==> config.mk <==
export PLATFORM = sky130hd
export DESIGN_NAME = aac_cell
export DESIGN_NICKNAME = d
export VERILOG_FILES = /design/src/hw/rtl/aac_pkg.sv /design/src/hw/rtl/aac_cell.sv
export SDC_FILE = /design/constraint.sdc
export NUM_CORES = 1
export LEC_CHECK = 0
export ABC_AREA = 1
export BUFFER_PORTS_ARGS = -buffer_cell sky130_fd_sc_hd__buf_2
export CAP_MARGIN = 40
export CORE_AREA = 2 2 224 226
export DETAILED_ROUTE_END_ITERATION = 10
export DIE_AREA = 0 0 226 228
export GPL_ROUTABILITY_DRIVEN = 0
export SLEW_MARGIN = 20
export SYNTH_ARGS = -nofsm -noshare
export SYNTH_HDL_FRONTEND = slang
export SYNTH_SLANG_ARGS = --single-unit
export TNS_END_PERCENT = 20
==> constraint.sdc <==
create_clock -name i_clk -period 11.1 [get_ports i_clk]
set_clock_uncertainty 0.05 [all_clocks]
set_input_delay 0.555 -clock i_clk [delete_from_list [all_inputs] [get_ports i_clk]]
set_output_delay 0.555 -clock i_clk [all_outputs]
set_load 0.02 [all_outputs]
==> src/hw/rtl/aac_pkg.sv <==
// Shared types and codes for the ARP address cache.
// Used by aac_cell and arp_address_cache; depends on nothing else.
`timescale 1ns / 1ps

package aac_pkg;

    localparam int IP_W  = 32;
    localparam int MAC_W = 48;
    localparam int AGE_W = 16;

    typedef logic [1:0] t_func;

    localparam t_func FUNC_TICK     = 2'd0;
    localparam t_func FUNC_UPDATE   = 2'd1;
    localparam t_func FUNC_FIND_IP  = 2'd2;
    localparam t_func FUNC_FIND_MAC = 2'd3;

    localparam logic [AGE_W-1:0] AGE_MAX = {AGE_W{1'b1}};

    // One table entry as held in a cell.
    typedef struct packed {
        logic [IP_W-1:0]  ip;
        logic [MAC_W-1:0] mac;
        logic [AGE_W-1:0] age;
    } t_entry;

    // The request that walks down the row of cells, collecting its answer.
    typedef struct packed {
        logic             valid;
        t_func            func;
        logic [IP_W-1:0]  ip;
        logic [MAC_W-1:0] mac;
        logic             create;
        logic             hit;
        logic             appended;
        logic             found;
        logic             resolved;
        logic             pending;
        logic [MAC_W-1:0] out_mac;
        logic [IP_W-1:0]  out_ip;
    } t_probe;

endpackage

==> src/hw/rtl/aac_cell.sv <==
// One slot of the ARP table: holds an entry, serves the request passing by,
// and swaps with its neighbors while the table closes up after aging.
// Depends on aac_pkg.
`timescale 1ns / 1ps

module aac_cell #(
    parameter int DEPTH = 16,
    parameter int IDX   = 0
) (
    input  logic                         i_clk,
    input  logic                         i_rst_n,
    input  logic [$clog2(DEPTH+1)-1:0]   i_count,
    input  logic [aac_pkg::AGE_W-1:0]    i_age_limit,
    input  aac_pkg::t_probe              i_probe,
    input  logic [$clog2(DEPTH+1)-1:0]   i_alive,
    input  logic                         i_compact,
    input  logic                         i_phase,
    input  aac_pkg::t_entry              i_right,
    input  logic                         i_right_dead,
    input  logic                         i_left_dead,
    output aac_pkg::t_probe              o_probe,
    output logic [$clog2(DEPTH+1)-1:0]   o_alive,
    output aac_pkg::t_entry              o_entry,
    output logic                         o_dead
);

    localparam int CNT_W = $clog2(DEPTH+1);
    localparam logic IDX_ODD = 1'(IDX % 2);

    aac_pkg::t_entry   r_entry, n_entry;
    logic              r_dead, n_dead;
    aac_pkg::t_probe   r_probe, n_probe;
    logic [CNT_W-1:0]  r_alive, n_alive;

    logic                     w_occupied;
    logic                     w_at_tail;
    logic [aac_pkg::AGE_W-1:0] w_age;

    assign w_occupied = CNT_W'(IDX) < i_count;
    assign w_at_tail  = CNT_W'(IDX) == i_count;
    assign w_age      = (r_entry.age == aac_pkg::AGE_MAX) ? r_entry.age
                                                          : r_entry.age + aac_pkg::AGE_W'(1);

    always_comb begin
        n_entry = r_entry;
        n_dead  = r_dead;
        n_probe = i_probe;
        n_alive = i_alive;
        if (i_compact) begin
            // Odd-even transposition: a dead slot trades places with a live
            // right neighbor, which keeps the live entries in order.
            if (IDX_ODD == i_phase) begin
                if (r_dead && !i_right_dead) begin
                    n_entry = i_right;
                    n_dead  = 1'b0;
                end
            end else begin
                if (i_left_dead && !r_dead) begin
                    n_dead = 1'b1;
                end
            end
        end else if (i_probe.valid) begin
            case (i_probe.func)
                aac_pkg::FUNC_TICK: begin
                    if (w_occupied) begin
                        n_entry.age = w_age;
                        n_dead      = w_age > i_age_limit;
                        if (w_age <= i_age_limit) begin
                            n_alive = i_alive + CNT_W'(1);
                        end
                    end else begin
                        n_dead = 1'b1;
                    end
                end
                aac_pkg::FUNC_UPDATE: begin
                    if (w_occupied && !i_probe.hit && i_probe.ip != '0 &&
                        r_entry.ip == i_probe.ip) begin
                        n_entry.mac      = i_probe.mac;
                        n_entry.age      = '0;
                        n_probe.hit      = 1'b1;
                        n_probe.resolved = i_probe.mac != '0;
                    end else if (w_at_tail && !i_probe.hit && i_probe.create) begin
                        // Every occupied slot lies upstream, so a miss is final here.
                        n_entry.ip       = i_probe.ip;
                        n_entry.mac      = i_probe.mac;
                        n_entry.age      = '0;
                        n_probe.hit      = 1'b1;
                        n_probe.appended = 1'b1;
                        n_probe.pending  = i_probe.mac == '0;
                    end
                end
                aac_pkg::FUNC_FIND_IP: begin
                    if (w_occupied && !i_probe.hit && i_probe.ip != '0 &&
                        r_entry.ip == i_probe.ip) begin
                        n_probe.hit = 1'b1;
                        if (r_entry.mac != '0) begin
                            n_probe.found   = 1'b1;
                            n_probe.out_mac = r_entry.mac;
                        end
                    end
                end
                default: begin
                    if (w_occupied && !i_probe.hit && i_probe.mac != '0 &&
                        r_entry.mac == i_probe.mac) begin
                        n_probe.hit    = 1'b1;
                        n_probe.found  = 1'b1;
                        n_probe.out_ip = r_entry.ip;
                    end
                end
            endcase
        end
    end

    always_ff @(posedge i_clk) begin
        r_entry <= n_entry;
        r_dead  <= n_dead;
        r_alive <= n_alive;
    end

    always_ff @(posedge i_clk) begin
        if (!i_rst_n) begin
            r_probe.valid <= 1'b0;
        end else begin
            r_probe <= n_probe;
        end
    end

    assign o_probe = r_probe;
    assign o_alive = r_alive;
    assign o_entry = r_entry;
    assign o_dead  = r_dead;

endmodule

---- Yosys cells after proc, flatten, opt, wreduce, memory -nomap -nowiden ----
Index checks and enable logic that the tools add are counted.
word-level totals
  bits in registers ....................... 271
  input port bits ......................... 297
  output and inout port bits .............. 271
  word-level logic and storage cells ...... 109
cells by class
  $add $sub $neg .......................... 2
  magnitude comparators ................... 3
  equal/unequal tests ..................... 12
  mux-type cells .......................... 45
  reduce and logical (&&, ||, !) cells .... 30
operators with widths
  operator               count
  $mux 96                5
  $mux 85                2
  $mux 48                3
  $mux 32                3
  $reduce_bool 48->1     2
  $mux 80                1
  $mux 64                1
  $eq 48x48->1           1
  $logic_not 48->1       1
  $eq 32x32->1           1
  $mux 16                2
  $pmux 16 s2            1
  $reduce_bool 32->1     1
  $mux 5                 5
  $mux 1                 18
  $add 16x1->16 const B  1
  $eq 16x16->1 const B   1
  $gt 16x16->1           1
  $le 16x16->1           1
  $reduce_and 6->1       2
  $logic_and 1x1->1      9
  $reduce_bool 2->1      4
  $reduce_bool 3->1      2
  $add 5x1->5 const B    1
  19 further kinds       23

---- Depth between registers and ports, before layout ----
Gate-level depths: netlist of run 1.
  depth after elaboration ................. 8
  depth in mapped cells ................... 22
  mapped depth without buffers ............ 22

---- Worst setup path after synthesis of run 1 ----
OpenSTA, ideal clock, no wires.
  kind .................................... input to register
  start ................................... input i_count[2]
  end ..................................... register r_entry, in the netlist o_entry[16], enable pin
  setup time .............................. 0.526 ns
  data arrival time ....................... 4.758 ns
  data required time ...................... 10.524 ns
  slack ................................... 5.766 ns
  stages on the path ...................... 7
  path buffers ............................ 0
  path through ............................ nor2_1 > nand3_1 > inv_1 > nand2_1 > nor2_1 > nor2_1 > a211oi_1
on the way
  word-level cells in the longest chain between the ends .. 6
  elaborated cells on any way between the ends .. 9
  classes of those cells .................. order compare (1); reduce/logical (8)
RTL lines
  element                          RTL line         text
  start: declaration               aac_cell.sv:12   input logic [$clog2(DEPTH+1)-1:0] i_count,
  $lt 1x5->1                       aac_cell.sv:39   assign w_occupied = CNT_W'(IDX) < i_count;
  $logic_and 1x1->1 (3 in series)  aac_cell.sv:76   if (w_occupied && !i_probe.hit && i_probe.ip != '0 &&
  $reduce_bool 3->1 (no line) (*)  --
  $reduce_and 5->1 (no line) (*)   --
  end signal: assignment           aac_cell.sv:115  r_entry <= n_entry;
  end: declaration                 aac_cell.sv:30   aac_pkg::t_entry r_entry, n_entry;
Every way passes the cells marked *; elsewhere a longest branch is shown, timed or not.
A chain may end at the register's enable or synchronous reset.

---- Worst setup path after layout of run 1 ----
  start ................................... register r_entry, in the netlist o_entry[0]
  end ..................................... register r_alive[2] (netlist: o_alive[2])
on the way
  word-level cells in the longest chain between the ends .. 8
  elaborated cells on any way between the ends .. 9
  classes of those cells .................. add/sub (1); order compare (1); eq/ne (1); mux (6)
RTL lines
  element                                        RTL line                        text
  $add 16x1->16 or $eq 16x16->1 (tied branches)  aac_cell.sv:42, aac_cell.sv:41
  $mux 16 (*)                                    aac_cell.sv:41                  assign w_age = (r_entry.age == aac_pkg::AGE_MAX) ? r_entry.age
  $le 16x16->1 (*)                               aac_cell.sv:68                  if (w_age <= i_age_limit) begin
  $mux 5 (*)                                     aac_cell.sv:68
  $mux 5 (*)                                     aac_cell.sv:65                  if (w_occupied) begin
  $mux 5 (*)                                     aac_cell.sv:63                  case (i_probe.func)
  $mux 5 (*)                                     aac_cell.sv:62                  end else if (i_probe.valid) begin
  $mux 5 (*)                                     aac_cell.sv:49                  if (i_compact) begin
  net n_alive[2]                                 aac_cell.sv:33                  logic [CNT_W-1:0] r_alive, n_alive;
  end signal: assignment                         aac_cell.sv:117                 r_alive <= n_alive;
  end: declaration                               aac_cell.sv:33
The timed path passes the listed nets; every way through them passes the cells marked *.

==> results.txt, run 1 <==
The run finished with clean final reports. Summed over all failing endpoints, the final setup total negative slack is 0 ps. The starting density of the core is 26.65%. The area used by sequential logic in the layout is ~8000 um^2. The net count of the mapped netlist came out at between 1,500 and 2,000. The max-slew violation count is 0. The endpoint type of the worst setup path is a flop. Fill cells in the final layout number 5,099.

The share of flip-flops with an asynchronous set or reset after synthesis came out at 0%. The number of enable-type register cells in the synthesized netlist came out at 265. In this run the clock root is driven by a sky130_fd_sc_hd__clkbuf_16. The later-pin clock latency in the skew report came out at ~590 ps. The horizontal extent of the die came out at 226 um.

The final number of hold-violating endpoints is 0. STA puts the critical path data arrival time at about 3800 ps. Leaving out fill and tap cells, the most frequent cell in the layout is sky130_fd_sc_hd__buf_2.

At the end of the flow, the number of nets in the layout was approximately 2,300. The top cell type's share of synthesized area came out at a little over 60%. TritonCTS built the clock tree. For this design, the slowest cell found on the critical path is sky130_fd_sc_hd__edfxtp_1. The largest area contributor in the netlist is sky130_fd_sc_hd__edfxtp_1. The number of setup buffers added after CTS came out at 0. The half-perimeter wire length of the detailed placement result is 41,800 um.

The number of nets still failing antenna checks after routing is 0. The final cycle utilization of the critical path came out at a little under a third. The kind of path behind the tightest hold check is in -> reg. CTS saw around 270 sinks. The placed cell area came out at between 15,000 and 20,000 um^2. The total number of yosys warnings is 0. The required time at the worst-slack endpoint is between 10,000 and 15,000 ps. The final count of negative-setup-slack endpoints came out at 0. The cell row count is 82. In this run the tool buffered the top-level ports with 567 buffer cells. The area of the core came out at slightly below 50,000 um^2. The average instance in the mapped netlist occupies roughly 9.4 um^2. STA classifies the critical path startpoint as a flop.

The number of buffers inserted by hold repair at cts came out at 0. The aggregate routed wire length came out at 52,050 um. The via count of the first global-routing pass came out at between 10,000 and 15,000. The overall die area is ~52,000 um^2. In this run the static leakage power is between 8 and 9 nW. After clock tree synthesis, the clock-pin slew on the worst setup and hold paths is roughly 70 ps. The max capacitance violation total came out at 0.

The maximum level of the CTS H-tree is 1. The area of all placed cells without fillers is ~18,000 um^2. Across all setup checks in the final design, the least slack found is between 7000 and 8000 ps. The share of cells above drive strength 1 came out at between 30% and 40%. The most numerous cell type found on the critical path is sky130_fd_sc_hd__nand2_1.

The worst setup path is of the reg -> reg kind. The number of different library cells in the post-synthesis netlist came out at 37. The maximum buffer depth of the clock tree came out at 3. The residual DRC count is 0. The relative slew slack is 52.38%. The worst slack at placement came out at between 7000 and 8000 ps.

The clock period minus final worst setup slack is 3421 ps. The die is 228 um tall. For this run, the register share of the synthesized area comes to 61.43%. Ranked by total cell area, the synthesized netlist is headed by sky130_fd_sc_hd__edfxtp_1 (61%), sky130_fd_sc_hd__nand2_1 (12%), sky130_fd_sc_hd__inv_1 (5.8%). The peak supply drop is about 190 uV. The power density over the cells came out at between 150 and 200 nW/um^2. The total number of vias is approximately 12,000. The quantity of gates resized following cts is 0.

The leading register cell type out of synthesis is sky130_fd_sc_hd__edfxtp_1. Global routing used between 10% and 20% of the available tracks. At the pin with the least slew margin, the transition time is roughly 700 ps. The top fanout value on the critical path is 6. Leaving out fill and tap cells, the most frequent cells in the layout are sky130_fd_sc_hd__buf_2 (565), sky130_fd_sc_hd__nand2_1 (427), sky130_fd_sc_hd__edfxtp_1 (265), sky130_fd_sc_hd__inv_1 (204), sky130_fd_sc_hd__o21ai_0 (147). The critical path's largest stage delay came out at about 430 ps.

The wire length of the first global-routing pass is about 75,000 um. Dividing the detail-routed wire length by the instance count gives 19.46 um. The initial antenna violation count came out at 10.

Traced cell by cell, the critical path runs through ha_1 -> nand2_1 -> nor2_1 -> nand3_1 -> nor2_1 -> nand4_2 -> inv_2 -> nor2_1 -> xnor2_1 -> inv_1 -> ha_1 -> nand2_1 -> nor3_1 -> nand4_1 -> nand2_1 -> nand3_1 -> o21ai_0 -> nand2_1. The maximum clock rate came out at about 0.29 GHz. The mapped cell area is 13,150 um^2. The number of synthesized register bits is about 270. The post-detailed-route via-to-cell ratio came out at 4.557. Counting every instance in the synthesized netlist gives 1,399. The multi-input combinational cell area is between 4000 and 5000 um^2. The synthesis-to-layout area growth is 35.87%.

The remaining global-route overflow came out at 0. Setup repair after global routing left no endpoint under its margin. The initial DRC count came out at around 980. The number of optimization iterations in the first detailed-route pass is 7. Entering global routing, the biggest net connects between 90 and 100 pins.

The number of CTS-inserted buffers came out at 31. 568 I/O pins were placed.
[critical path: cells and delay by family, from the launching register on]
family / cells / cell delay (ps)
and+or+nand+nor: 12 / 1710
AOI/OAI and AO/OA: 1 / 210
DFF: 1 / 430
xor gates and xnor gates: 1 / 170
buffers and inverters: 2 / 200
adders and majority gates: 2 / 530
[layout make-up]
class	count	area share [%]
antenna	5	0.07003
clock buffer	38	4.489
clock inverter	18	1.197
inverter	211	4.433
multi-input combinational	880	23.05
sequential	271	45.21
tap	672	4.706
timing repair buffer	580	16.85
[kinds of logic after synthesis]
group / synth area share [%]
AND/OR/NAND/NOR: 19.39
flip-flops: 61.43
buffers and inverters: 7.393
AO/OA/AOI/OAI: 8.116
XOR/XNOR: 1.532
adder cells (fa/ha/maj): 1.713
multiplexers: 0.4281
[Yosys cell counts (3+ instances only)]
library cell               number
sky130_fd_sc_hd__a21oi_1       13
sky130_fd_sc_hd__buf_2          8
sky130_fd_sc_hd__nand3_1       31
sky130_fd_sc_hd__nor3_1         7
sky130_fd_sc_hd__buf_6          4
sky130_fd_sc_hd__nor4_1         8
sky130_fd_sc_hd__xor2_1         7
sky130_fd_sc_hd__o21ai_1       33
sky130_fd_sc_hd__xnor2_1       16
sky130_fd_sc_hd__clkbuf_1      20
sky130_fd_sc_hd__edfxtp_1     265
sky130_fd_sc_hd__o21ai_0      147
sky130_fd_sc_hd__o22ai_1        5
sky130_fd_sc_hd__dfxtp_1        6
sky130_fd_sc_hd__nand2_1      427
sky130_fd_sc_hd__nand4_1       27
sky130_fd_sc_hd__buf_1          4
sky130_fd_sc_hd__inv_1        204
sky130_fd_sc_hd__inv_2          7
sky130_fd_sc_hd__mux2_2         5
sky130_fd_sc_hd__a22o_1         3
sky130_fd_sc_hd__ha_1          18
sky130_fd_sc_hd__nor2_1       116
[per-layer routing]
layer  global-route usage, %  wire, um
met1                   23.31     20120
met2                   34.11     25710
met3                   4.186      4679
met4                   6.084      1479
met5                       0        55
[flip-flops by register name (all words and copies together) (netlist names)]
register / flops
o_probe: 169
o_entry: 96
o_alive: 5
o_dead: 1
[final timing paths]
path	from	end	slack [ps]	cells after the start
setup / recovery	o_entry[0]	o_alive[2]	7680	18
setup reg to reg	o_entry[0]	o_alive[2]	7680	18
hold / removal	i_probe[93]	o_probe[93]	110	1
hold reg to reg	o_entry[90]	o_probe[26]	600	2
[power breakdown]
group | switching (mW) | internal (mW)
combinational | 0.267 | 0.132
sequential | 0.0320 | 1.20
clock | 0.438 | 0.608
total | 0.737 | 1.94
[per-stage QoR]
stage / hold WS (ps) / utilization [%] / total power [mW] / cells
after CTS: 76.98 / 36.14 / 2.707 / 2669
after floorplan: 598.5 / - / 1.449 / 1399
final: 107.5 / 36.21 / 2.681 / 2675
after global routing: 85.59 / 36.21 / 2.780 / 2675
after detailed placement: 594.5 / 34.08 / 1.657 / 2613
after global placement: 574.4 / 33.90 / 1.650 / 2608
(Power assumes the default switching activity.)
==> run 2, diff against run 1 <==
CORE_AREA = 2 2 222 224   (was 2 2 224 226)
DIE_AREA = 0 0 224 226   (was 0 0 226 228)
clock period = 3.1 ns   (was 11.1 ns; I/O delays follow)
==> run 2 against run 1 <==
  * Via count is 12% higher
  * Register-to-register slack worse by 7600 ps
  * Final cell count increased by 9.3%
  * Maximum frequency increased by 15%
  * Clock power rose to 3.9 times the previous value
  * Clock-buffer cell count increased by 1
  * Sequential cell count unchanged
  * Hold slack worse by 26 ps
  * First-iteration DRC count up 6.9%
  * Global-route usage up 2.1 points
==> results.txt, run 2 (synthesis gave the netlist of run 1 again) <==
The worst reg2reg path depth is 16 (-2). The number of nets in the layout is 2,590 (+13%). The maximum buffer depth of the clock tree came out at 3 (unchanged).

The overall die area was 50,620 um^2 (-1.8%). The most frequent cell on the critical path is sky130_fd_sc_hd__nand4_1. The final number of hold-violating endpoints came out at 0 (unchanged). The run finished with clean final reports. The total negative slack was 0 ps (unchanged). The overall routing resource usage came to 21.38% (+2.1 points). The number of buffer and inverter instances along the worst setup path was 3 (+1). The chip height is 226 um (-0.88%). The startpoint identified for the worst register-to-register timing path is o_entry[1]. The half-perimeter wire length of the detailed placement result came to 42,620 um (+2.0%). The synthesis-to-layout area growth is 59.00%. The maximum number of pins on one net before global-route repair came out at 92 (-7.1%). The final count of negative-setup-slack endpoints was 0 (unchanged). The clock transition at the register clock pins on the worst setup and hold paths after CTS is 60 ps (about the same). The required time at the worst-slack endpoint is 3320 ps (-8200 ps). The horizontal extent of the die is 224 um (-0.88%). The critical path goes through buf_4 -> nand3_1 -> nor3_2 -> nand4_1 -> nor3b_2 -> nor2_1 -> nor2_1 -> inv_1 -> ha_1 -> nand4_1 -> nor3_2 -> nand4_1 -> nand2_2 -> nand2_1 -> inv_1 -> o21ai_0. The power consumption is 10.31 mW (+280%).

The maximum clock rate came to 0.3363 GHz (+15%). The max capacitance violation total is 0 (unchanged). TritonCTS built the clock tree. The wire length of the first global-routing pass is 81,750 um (+9.3%).

The number of optimization iterations in the first detailed-route pass was 5 (-2). The post-detailed-route via-to-cell ratio is 4.658 (+2.2%). The via count of the first global-routing pass came out at 13,800 (+15%). The flip-flop count of the largest register after layout is 169 (unchanged). The cell row count came out at 81 (-1.2%). The critical path's largest stage delay is 360 ps (-70 ps). The maximum level of the CTS H-tree is 2 (+1). For hold timing, the worst endpoint is o_dead. The remaining global-route overflow is 0 (unchanged).

The initial antenna violation count is 5 (-5). The clock period minus final worst setup slack is 2974 ps (-446.8 ps). The reported leakage power came out at 9.796 nW (+16%).

The total number of vias is 13,620 (+12%). The endpoint identified for the worst register-to-register timing path is o_dead. The transition time at the pin with the least slew margin is 772.4 ps (+58.06 ps). The area used by sequential logic in the layout came out at 8078 um^2 (unchanged).

The share of the core filled with cells in the final layout came out at 43.25% (+7.0 points). The final cycle utilization of the critical path came to 95.93% (+65 points). The family with the most delay on the worst path is simple AND/OR/NAND/NOR gates. The residual DRC count came out at 0 (unchanged). The average wire per cell in the routed design came out at 19.42 um (-0.19%). The number of cells on the worst hold path is 3 (+2).

The max-slew violation count came out at 0 (unchanged). In this run the most critical hold path is launched from i_left_dead. The peak supply drop is 413.6 uV (+120%). The aggregate routed wire length came out at 56,800 um (+9.1%). The worst hold path belongs to the class in -> reg. The area of the core came out at 48,340 um^2 (-2.0%). The count of buffers inserted at the top-level ports came out at 567 (unchanged).

The initial DRC count is 1,043 (+6.9%). The starting density of the core is 27.20% (+0.56 points). The relative slew slack is 48.50% (-3.9 points). Among all stages on the critical path, the largest delay is contributed by sky130_fd_sc_hd__edfxtp_1.

The worst setup path is captured at a flop. Setup repair after global routing could not meet its margin everywhere. The area of all placed cells without fillers came out at 20,910 um^2 (+17%). The number of nets still failing antenna checks after routing is 0 (unchanged). The worst endpoint data arrival time is 3190 ps (-650 ps). The clock sink count came to 271 (unchanged). The number of fill cells in the layout is 4,572 (-10%). The later-pin clock latency in the skew report is 530 ps (-60 ps). The kind of start point of the critical path is a flop. The share of cells above drive strength 1 came out at 29.98% (-2.5 points). The hold slack came to 81.18 ps (-26.35 ps). The power density over the cells is 493.3 nW/um^2 (+230%). The worst setup path is of the reg -> reg kind.

The commonest non-fill, non-tap cell in the layout is sky130_fd_sc_hd__buf_2. The placed cell area came out at 17,000 um^2 (+1.0%). The multi-input combinational cell area came out at 4172 um^2 (+1.3%). The cell at the root of the clock tree is sky130_fd_sc_hd__clkbuf_16. The number of top-level design ports is 568 (unchanged). The slack of the worst reg-to-reg path came out at 130 ps (-7550 ps). The top fanout value on the critical path is 4 (-2). The top cell types in the final layout, fill and taps aside, are sky130_fd_sc_hd__buf_2 (565), sky130_fd_sc_hd__nand2_1 (426), sky130_fd_sc_hd__dlygate4sd3_1 (272), sky130_fd_sc_hd__edfxtp_1 (265), sky130_fd_sc_hd__inv_1 (203). The number of CTS-inserted buffers came out at 34 (+9.7%). The number of setup buffers added after CTS is 0 (unchanged).
-- run 2: worst max path at each step --
stage / cells past startpoint / to / startpoint
finish: 16 / o_dead / o_entry[1]
global route: 16 / o_alive[3] / o_entry[0]
CTS: 19 / o_alive[2] / o_entry[1]
detailed placement: 19 / o_alive[2] / o_entry[1]
global placement: 19 / o_alive[2] / o_entry[0]
floorplan: 19 / o_alive[2] / o_entry[0]
-- run 2: layer usage --
layer  up-vias  track usage (%)  share of wire [%]
met5         -                0                  0
met4         0            8.989                3.6
met3       101            5.048                8.3
met2       707            37.96                 50
met1      6435            24.66                 38
li1       6381                -                  -
-- run 2: power breakdown --
part	internal, mW	switching (mW)	total, mW	leakage, nW
clock	2.49	1.64	4.12	0.560
sequential	4.31	0.117	4.43	2.59
combinational	0.718	1.04	1.76	6.64
total	7.52	2.80	10.3	9.80
-- run 2: cell type report --
type | instances | area share (%)
clock buffer | 39 | 4.261
timing repair buffer | 877 | 28.44
antenna | 5 | 0.05984
multi-input combinational | 880 | 19.95
sequential | 271 | 38.63
tap | 622 | 3.722
clock inverter | 20 | 1.149
inverter | 211 | 3.788
-- run 2: repair_timing --
item | 4_1_cts | 5_1_grt
cloned | 0 | 0
hold buffers | 272 | 0
setup endpoints to repair | 6 | 6
resized for setup | 3 | 10
hold endpoints to repair | 272 | 0
pin swaps | 0 | 2
-- run 2: worst reg2reg max path, delay by kind of cell, from the launching register on --
family | cells | cell delay (ps)
and+or+nand+nor | 11 | 1660
DFF | 1 | 360
adders and majority gates | 1 | 290
buffers and inverters | 3 | 260
AOI/OAI and AO/OA | 1 | 70
-- run 2: through the flow --
stage,std cells,setup slack [ps]
finish,2925,126.1
global placement,2588,-14.86
floorplan,1399,93.75
detailed placement,2589,-63.05
CTS,2920,53.92
global route,2923,-80.38
==> run 3, diff against run 2 <==
--- a/config.mk
+++ b/config.mk
@@ -14,2 +14,3 @@
 export GPL_ROUTABILITY_DRIVEN = 0
+export RECOVER_POWER = 50
 export SLEW_MARGIN = 20
==> constraint.sdc (replaced) <==
create_clock -name i_clk -period 3.1 [get_ports i_clk]
set_clock_uncertainty 0.05 [all_clocks]
set_input_delay 0.62 -clock i_clk [delete_from_list [all_inputs] [get_ports i_clk]]
set_output_delay 0.62 -clock i_clk [all_outputs]
set_load 0.02 [all_outputs]
==> run 3 against run 2 <==
  * The flow now finishes with violations (capacitance limit, slew limit)
  * Maximum frequency down 1.4%
  * Power fell by 7.8%
  * Critical endpoint is now o_alive[1]
  * Final cell count is 9.0% lower
  * Worst setup slack worse by 41 ps
  * Register-to-register slack lost 40 ps
  * First-iteration DRC count fell by 11%
  * Clock-buffer cell count down 2
==> results.txt, run 3 (synthesis gave the netlist of run 1 again) <==
The flow ran to the end, but the final reports show violations. The checks that failed: capacitance limit, slew limit. The number of CTS-inserted buffers came to 31 (-8.8%). The initial DRC count came out at 932 (-11%). The post-detailed-route via-to-cell ratio is 4.703 (+0.97%).

The internal power came out at 6.886 mW (-8.4%). The synthesis-to-layout area growth came out at 36.19%. The total negative slack came out at 0 ps (unchanged). The proportion of total power due to net switching is 27.62% (+0.52 points). Following the worst setup path forward leads to its endpoint at o_alive[1]. The final count of negative-setup-slack endpoints came out at 0 (unchanged).

The maximum buffer depth of the clock tree was 3 (unchanged). The final cycle utilization of the critical path is 97.25% (+1.3 points). The peak supply drop is 408.4 uV (-1.3%). The via count of the first global-routing pass is 12,220 (-11%). The final standard cell count with taps included and fillers excluded came out at 2,662 (-9.0%). The number of nets in the layout is 2,327 (-10%). The overall routing resource usage is 20.35% (-1.0 points).

The total met2 wirelength after detailed routing is 26,950 um (-4.9%). The maximum number of pins on one net before global-route repair came out at 66 (-28%). The chip height is 226 um (unchanged). The worst endpoint data arrival time is 3420 ps (+230 ps). The max-slew violation count is 110 (+110). The remaining global-route overflow was 0 (unchanged).

The sum of routed wire segments on met1 came to 21,400 um (-1.2%). The starting density of the core came to 27.20% (unchanged). The number of nets still failing antenna checks after routing is 0 (unchanged). The instance count after placement with tap cells included is 2,599 (+0.39%). The reg-to-reg critical path endpoint is o_alive[1].

The area of all placed cells without fillers is 17,910 um^2 (-14%). The required time at the worst-slack endpoint is 3500 ps (+180 ps). The clock share of power is 38.2% (-1.8 points). STA classifies the critical path startpoint as a flop. The number of optimization iterations in the first detailed-route pass came to 5 (unchanged). The final number of hold-violating endpoints came to 0 (unchanged).

The highest metal layer carrying signal wires in the routed design is met5. The horizontal extent of the die came out at 224 um (unchanged). The switching component of the power was 2.628 mW (-6.0%). The number of buffers inserted by hold repair at cts came out at 0 (-100%). The overall die area came out at 50,620 um^2 (unchanged). The flip-flop count of the largest register after layout was 169 (unchanged).

The clock sink count came out at 271 (unchanged). The number of top-level design ports came out at 568 (unchanged). The slack of the worst reg-to-reg path came out at 90 ps (-40 ps). The transition time at the pin with the least slew margin came out at 2345 ps (+1573 ps). The commonest non-fill, non-tap cell in the layout is sky130_fd_sc_hd__nand2_1.

The first element of the critical path is o_entry[0]. The wire length of the first global-routing pass came out at 77,380 um (-5.3%). The combinational power share is 15.2% (-1.9 points).

The worst reg2reg path depth is 19 (+3). The maximum clock rate is 0.3317 GHz (-1.4%). Leaving out fill and tap cells, the most frequent cells in the layout are sky130_fd_sc_hd__nand2_1 (426), sky130_fd_sc_hd__buf_2 (418), sky130_fd_sc_hd__edfxtp_1 (265), sky130_fd_sc_hd__inv_1 (203), sky130_fd_sc_hd__clkbuf_1 (157). The later-pin clock latency in the skew report came to 570 ps (+40 ps). The share of the core filled with cells in the final layout came out at 37.05% (-6.2 points). Setup repair after global routing could not meet its margin everywhere.

The clock period minus final worst setup slack came out at 3015 ps (+40.86 ps). In this run the critical register-to-register path is launched from o_entry[0]. The tree is rooted in a sky130_fd_sc_hd__clkbuf_16.

The aggregate routed wire length came out at 54,430 um (-4.2%). The power density over the cells was 531.2 nW/um^2 (+7.7%). The fraction of power consumed by sequential logic is 46.6% (+3.7 points). The cell row count came out at 81 (unchanged).

The critical path is of the reg -> reg type. The power consumption is 9.514 mW (-7.8%). The kind of path behind the tightest hold check is in -> reg. The clock transition at the register clock pins on the worst setup and hold paths after CTS came out at 60 ps (about the same).

The initial antenna violation count came to 10 (+5). STA classifies the critical path endpoint as a flop. The share of cells above drive strength 1 came out at 26.93% (-3.1 points).

The TritonCTS clock tree is built. The average wire per cell in the routed design came to 20.45 um (+5.3%). The max capacitance violation total came out at 2 (+2). The area of the core came out at 48,340 um^2 (unchanged). The reported leakage power came out at 8.208 nW (-16%). The residual DRC count came out at 0 (unchanged). The relative slew slack came to -56.34% (-100 points). The half-perimeter wire length of the detailed placement result came to 43,370 um (+1.8%). The length of routed met3 wiring came out at 4653 um (-1.7%). The maximum level of the CTS H-tree is 1 (-1). The placed cell area is 17,080 um^2 (+0.52%). The count of buffers inserted at the top-level ports is 567 (unchanged). The total number of vias came out at 12,520 (-8.1%). The top fanout value on the critical path is 4 (unchanged).
==> run 3: cell types whose count changed in the layout (fill, tap and decap cells not counted), sizes merged <==
cell         change
inv              -2
clkbuf         +155
dlygate4sd3    -272
clkinv           +2
clkinvlp         +1
buf            -145
bufinv           -2
==> run 3: layer usage <==
layer  global-route usage (%)  up-vias
met1                    25.07     5924
met2                    36.22      648
met3                    3.968       84
li1                         -     5853
met5                        0        -
met4                    5.548       10
==> run 3: power groups by stage <==
| stage | logic, mW | registers, mW | clock network (mW) |
|---|---|---|---|
| finish | 1.44 | 4.43 | 3.64 |
| global route | 1.56 | 4.45 | 3.84 |
| detailed placement | 1.48 | 4.50 | 0 |
| floorplan | 0.396 | 4.79 | 0 |
| global placement | 1.46 | 4.50 | 0 |
| CTS | 1.48 | 4.43 | 3.71 |
==> run 3: worst min path at each step <==
stage	startpoint	endpoint	slack, ps	cells past startpoint
after floorplan	i_probe[168]	o_probe[168]	660	2
after global placement	o_entry[66]	o_probe[2]	570	2
after detailed placement	o_entry[66]	o_probe[2]	570	2
after CTS	i_probe[94]	o_probe[94]	170	1
after global routing	i_alive[4]	o_alive[4]	200	3
final	i_alive[4]	o_alive[4]	210	3
==> run 3: critical path: stages (launching register included) <==
cell and delay [ps]:
sky130_fd_sc_hd__edfxtp_1 360, sky130_fd_sc_hd__buf_4 160, sky130_fd_sc_hd__nand3_2 120, sky130_fd_sc_hd__nor3_4 260, sky130_fd_sc_hd__nand4_1 180, sky130_fd_sc_hd__buf_4 190, sky130_fd_sc_hd__nor2_1 140, sky130_fd_sc_hd__xnor2_1 150
sky130_fd_sc_hd__inv_1 70, sky130_fd_sc_hd__ha_1 290, sky130_fd_sc_hd__nand2_1 80, sky130_fd_sc_hd__o21bai_1 160, sky130_fd_sc_hd__a21oi_1 140, sky130_fd_sc_hd__nor2_1 50, sky130_fd_sc_hd__nand2_1 70, sky130_fd_sc_hd__nand2_2 100
sky130_fd_sc_hd__nand3_2 120, sky130_fd_sc_hd__inv_2 50, sky130_fd_sc_hd__nand2_1 60, sky130_fd_sc_hd__o21ai_0 70
==> run 3: cell type report <==
cell class                      instances  area, um^2
Fill cell                            4999       30430
Sequential cell                       271        8078
Multi-Input combinational cell        880        4195
Timing Repair Buffer                  617        3068
Clock buffer                           37       818.3
Inverter                              211       792.0
Tap cell                              622       778.2
Clock inverter                         19       167.7
Antenna cell                            5       12.51
==> run 3: stage by stage <==
stage          hold WS (ps)  setup slack, ps
3_3_place_gp          567.8            22.17
5_1_grt               199.8           -169.3
3_5_place_dp          572.8           -47.64
6_report              212.4            85.21
2_1_floorplan         663.5            29.69
4_1_cts               167.4           0.5798
==> run 3: repair_timing <==
action                     4_1_cts  5_1_grt
setup endpoints to repair        5        6
gates resized for setup          2       15
setup buffers                    1        1
pin swaps                        1        9
